## config.mk

```make
export PLATFORM = sky130hd
export DESIGN_NAME = coo2csr_ram
export DESIGN_NICKNAME = d
export VERILOG_FILES = /design/src/coo2csr_ram.sv
export SDC_FILE = /design/constraint.sdc
export NUM_CORES = 1
export LEC_CHECK = 0
export BUFFER_PORTS_ARGS = -buffer_cell sky130_fd_sc_hd__buf_4
export CAP_MARGIN = 0
export CELL_PAD_IN_SITES_DETAIL_PLACEMENT = 1
export CELL_PAD_IN_SITES_GLOBAL_PLACEMENT = 2
export CORE_MARGIN = 4
export CORE_UTILIZATION = 48
export DETAILED_ROUTE_END_ITERATION = 7
export PLACE_DENSITY = 0.89
export SLEW_MARGIN = 0
export SYNTH_ARGS = -nofsm -noshare
export SYNTH_HDL_FRONTEND = slang
export SYNTH_SLANG_ARGS = --single-unit
export TNS_END_PERCENT = 100
```

## constraint.sdc

```tcl
create_clock -name clock -period 1.8 [get_ports clock]
set_input_delay 0.09 -clock clock [delete_from_list [all_inputs] [get_ports clock]]
set_output_delay 0.09 -clock clock [all_outputs]
set_load 0.02 [all_outputs]
```

## src/coo2csr_ram.sv

```systemverilog
`timescale 1ns / 1ps
// Simple dual-port synchronous RAM: one write port, one read port,
// registered read data (read-first on a same-address collision). No dependencies.
module coo2csr_ram #(
   parameter int WIDTH = 8,
   parameter int DEPTH = 16,
   localparam int ADDR_W = (DEPTH > 1) ? $clog2(DEPTH) : 1
) (
   input  logic              clock,
   input  logic              we,
   input  logic [ADDR_W-1:0] waddr,
   input  logic [WIDTH-1:0]  wdata,
   input  logic [ADDR_W-1:0] raddr,
   output logic [WIDTH-1:0]  rdata
);

   logic [WIDTH-1:0] mem [DEPTH];
   logic [WIDTH-1:0] rdata_ff;

   always_ff @(posedge clock) begin
      if (we) begin
         mem[waddr] <= wdata;
      end
      rdata_ff <= mem[raddr];
   end

   assign rdata = rdata_ff;

endmodule

```

# Yosys cells after proc, flatten, opt, wreduce, memory -nomap -nowiden
# Memories as Yosys holds them, arrays and structs flattened. A register that Yosys moved wholly into a read port is not among the register bits.
# Cells that the tools add are included.
# word_totals
mem_bits_rw	128
mem_count	1
ff_bits	0
# classes
n_mux	2
# memory_table
memory	words	width	rd	rd_clocked_by_memory_dff	wr	line	source
mem	16	8	1	1	1	17	logic [WIDTH-1:0] mem [DEPTH];
# ops
op	n
$mux 1	2

# Logic depth before layout (Yosys ltp)
# logic_depth
depth_word	2
ltp_mapped	5
ltp_nobuf	3

# Least setup slack after synthesis
# Ideal clock, no wire load.
# synth_path
path_type	input-to-reg
start	in waddr[2]
end	mem mem[0][0], enable pin
path_slack_ns	0.217
t_arrival_ns	1.200
path_stages	2
n_path_buf	0
required_time_ns	1.417
path_cell_list	or3b_2 -> nor3_1
# synth_rtl
element	line	source
start: declaration	11	input logic [ADDR_W-1:0] waddr,
end: declaration	17	
# No word-level cell before the write port.

==> reports/qor.csv <==
metric,value,unit
status,finished clean,
cp-start-kind,flop,
synth.largest_area_cell,edfxtp_1,
yosysWarningCount,0,
dp_hpwl,7195,µm
cp_data_required_time,2.21,ns
seq_area,0.004004,mm²
drtPass1Iterations,4,
timing.setup.tns,0,ns
grt_usage,19.04,%
slew_violations,0,
areaGrowthSynthToFinish,21.39,%
synthTopCellsByArea,"edfxtp_1 (75%), mux4_2 (7.9%), mux4_1 (7.1%), dfxtp_1 (3.1%), a22oi_1 (2.3%)",
via_per_inst,5.682,
place.port_buffers,25,
finalCriticalPeriod,1.416,ns
die-height,111.6,µm
synth_common_cells,"edfxtp_1 (128), mux4_2 (18), a22oi_1 (16), mux4_1 (14), nor2_1 (13)",
rsz0062_at_grt,no,
wl_per_cell,24.84,µm
n_antenna_cell,0,
ir_drop,0.6102,mV
critPathTopFamily,multiplexers,
core,0.01037,mm²
io_pins,26,
crit_fanout,1,
clk_pin_slew,0.06,ns
seq_area_frac_synth,77.78,%
vias,2500,
multi_input_area,0.001057,mm²
endpoint_kind,flop,
skew,0.005950,ns
grt_pass1_vias,2730,
holdCritPathClass,input port to flop,
p_leak,2.135,nW
tritoncts,done,
syn_inst,229,
synth_async_sr_flop_share,0,%
reg2reg_slack,0.38,ns
wirelength,10930,µm
clk_latency,0.52,ns
syn_area,0.005147,mm²
finalCritPeriodShare,78.65,%
criticalPathCategory,flop to flop,
drive_gt1_share,30.59,%
grt_pass1_wl,16810,µm
cts_buffers,17,
drv_cap,0,
fillCellCount,905,
hold_viol_final,0,
ys_types,19,
place.gp.congestion,0.7233,
num_rows,37,
antenna_left,0,
route.detailed.drc,0,
antenna_found_initial,0,
power,0.007291,W
die_area,0.01244,mm²
avgSynthCellArea,22.48,µm²
ys_ff_latch,136,
synth_top_area_share,74.67,%
setup_viol,0,
slew_headroom,56.41,%
syn-num-nets,247,
overflow,0,
drt_iter0_drc,246,
initial_core_util,49.64,%
worst_slew_pin_slew,0.6514,ns
crit_buf_inv,0,
fmax,706.4,MHz
yosysMostFrequentCell,edfxtp_1,
critPathMaxStageDelay,0.52,ns
synth_edf_count,128,
clock-sinks,136,
die_x,111.6,µm
grt_max_degree,33,
synth-main-ff-cell,edfxtp_1,
power_density,1167,mW/mm²
layout.nets,309,
ctsRootBufferMaster,clkbuf_8,
cp_slowest_cell,mux4_1,
cts_max_path_buffers,2,
cp.arrival,1.82,ns
h-tree-depth,4,
crit_chain,"mux4_1, a22oi_1, nand2_1",
state kept, by name, summed over array words and instances, names as in the netlist:
name / count
rdata: 8
mem: 128
through the flow:
stage | cell area (µm²) | hold WS (ns) | setup WS, ns | util (%) | instances
floorplan | 5147 | 0.1889 | 0.2171 | - | 229
global placement | 5594 | 0.3928 | 0.2632 | 53.95 | 400
detailed placement | 5594 | 0.4155 | 0.2442 | 53.95 | 400
CTS | 6248 | 0.07240 | 0.3768 | 60.26 | 440
global route | 6248 | 0.08754 | 0.3259 | 60.26 | 440
finish | 6248 | 0.09594 | 0.3844 | 60.26 | 440
timing repair:
item	4_1_cts	5_1_grt
resized for setup	0	0
endpoints found under the hold margin	128	0
setup buffers	0	0
hold buffers	8	0
cells in the final DEF, fill, tap and decap left out, types with 2 or more instances in the layout:
cell type        n
dfxtp_1          8
clkinvlp_4       4
nand2b_1         2
clkbuf_16       16
edfxtp_1       128
nand2_1          9
bufinv_16        3
mux4_2          18
dlygate4sd3_1    8
buf_4           43
nor2_1          13
clkinv_2         4
clkinv_1         2
nor3_1           4
nand3b_1         2
buf_12           2
mux4_1          14
a22oi_1         16
cells by family after synthesis:
group                  after synthesis  share of synthesized area, %
AO/OA/AOI/OAI                       16                         2.334
flip-flops                         136                         77.78
buffers and inverters               10                         1.677
multiplexers                        32                         15.02
AND/OR/NAND/NOR                     35                         3.184
area by class of cell:
cell class	instances	share of cell area, %
tap	136	2.723
clock buffer	18	6.688
timing repair buffer	53	7.089
sequential	136	64.08
multi-input combinational	83	16.92
clock inverter	14	2.503
path summary, 6_finish.rpt:
| kind | start | to | cells past startpoint |
|---|---|---|---|
| worst min register to register | mem[12][5] | rdata[5] | 3 |
| worst max register to register | mem[1][5] | rdata[5] | 3 |
| worst max-delay path | mem[1][5] | rdata[5] | 3 |
| worst min-delay path | waddr[0] | mem[4][0] | 3 |
report_power, final:
part | switching [W] | total (W) | internal, W
registers | 0.0000247 | 0.00357 | 0.00354
clock network | 0.00125 | 0.00333 | 0.00209
logic | 0.000213 | 0.000391 | 0.000178
worst reg2reg max path, stage by stage, from the launching register on:
cell and delay (ns):
edfxtp_1 0.36, mux4_1 0.52, a22oi_1 0.33, nand2_1 0.09
routing by layer:
metal	vias to the layer above	wire length [µm]	GRT usage, %
li1	1097	-	-
met1	1304	4533	25.12
met2	86	5630	30.84
met3	13	626	5.489
met4	0	140	6.326
met5	-	0	0
No activity file was read; power rests on OpenSTA's default activity.
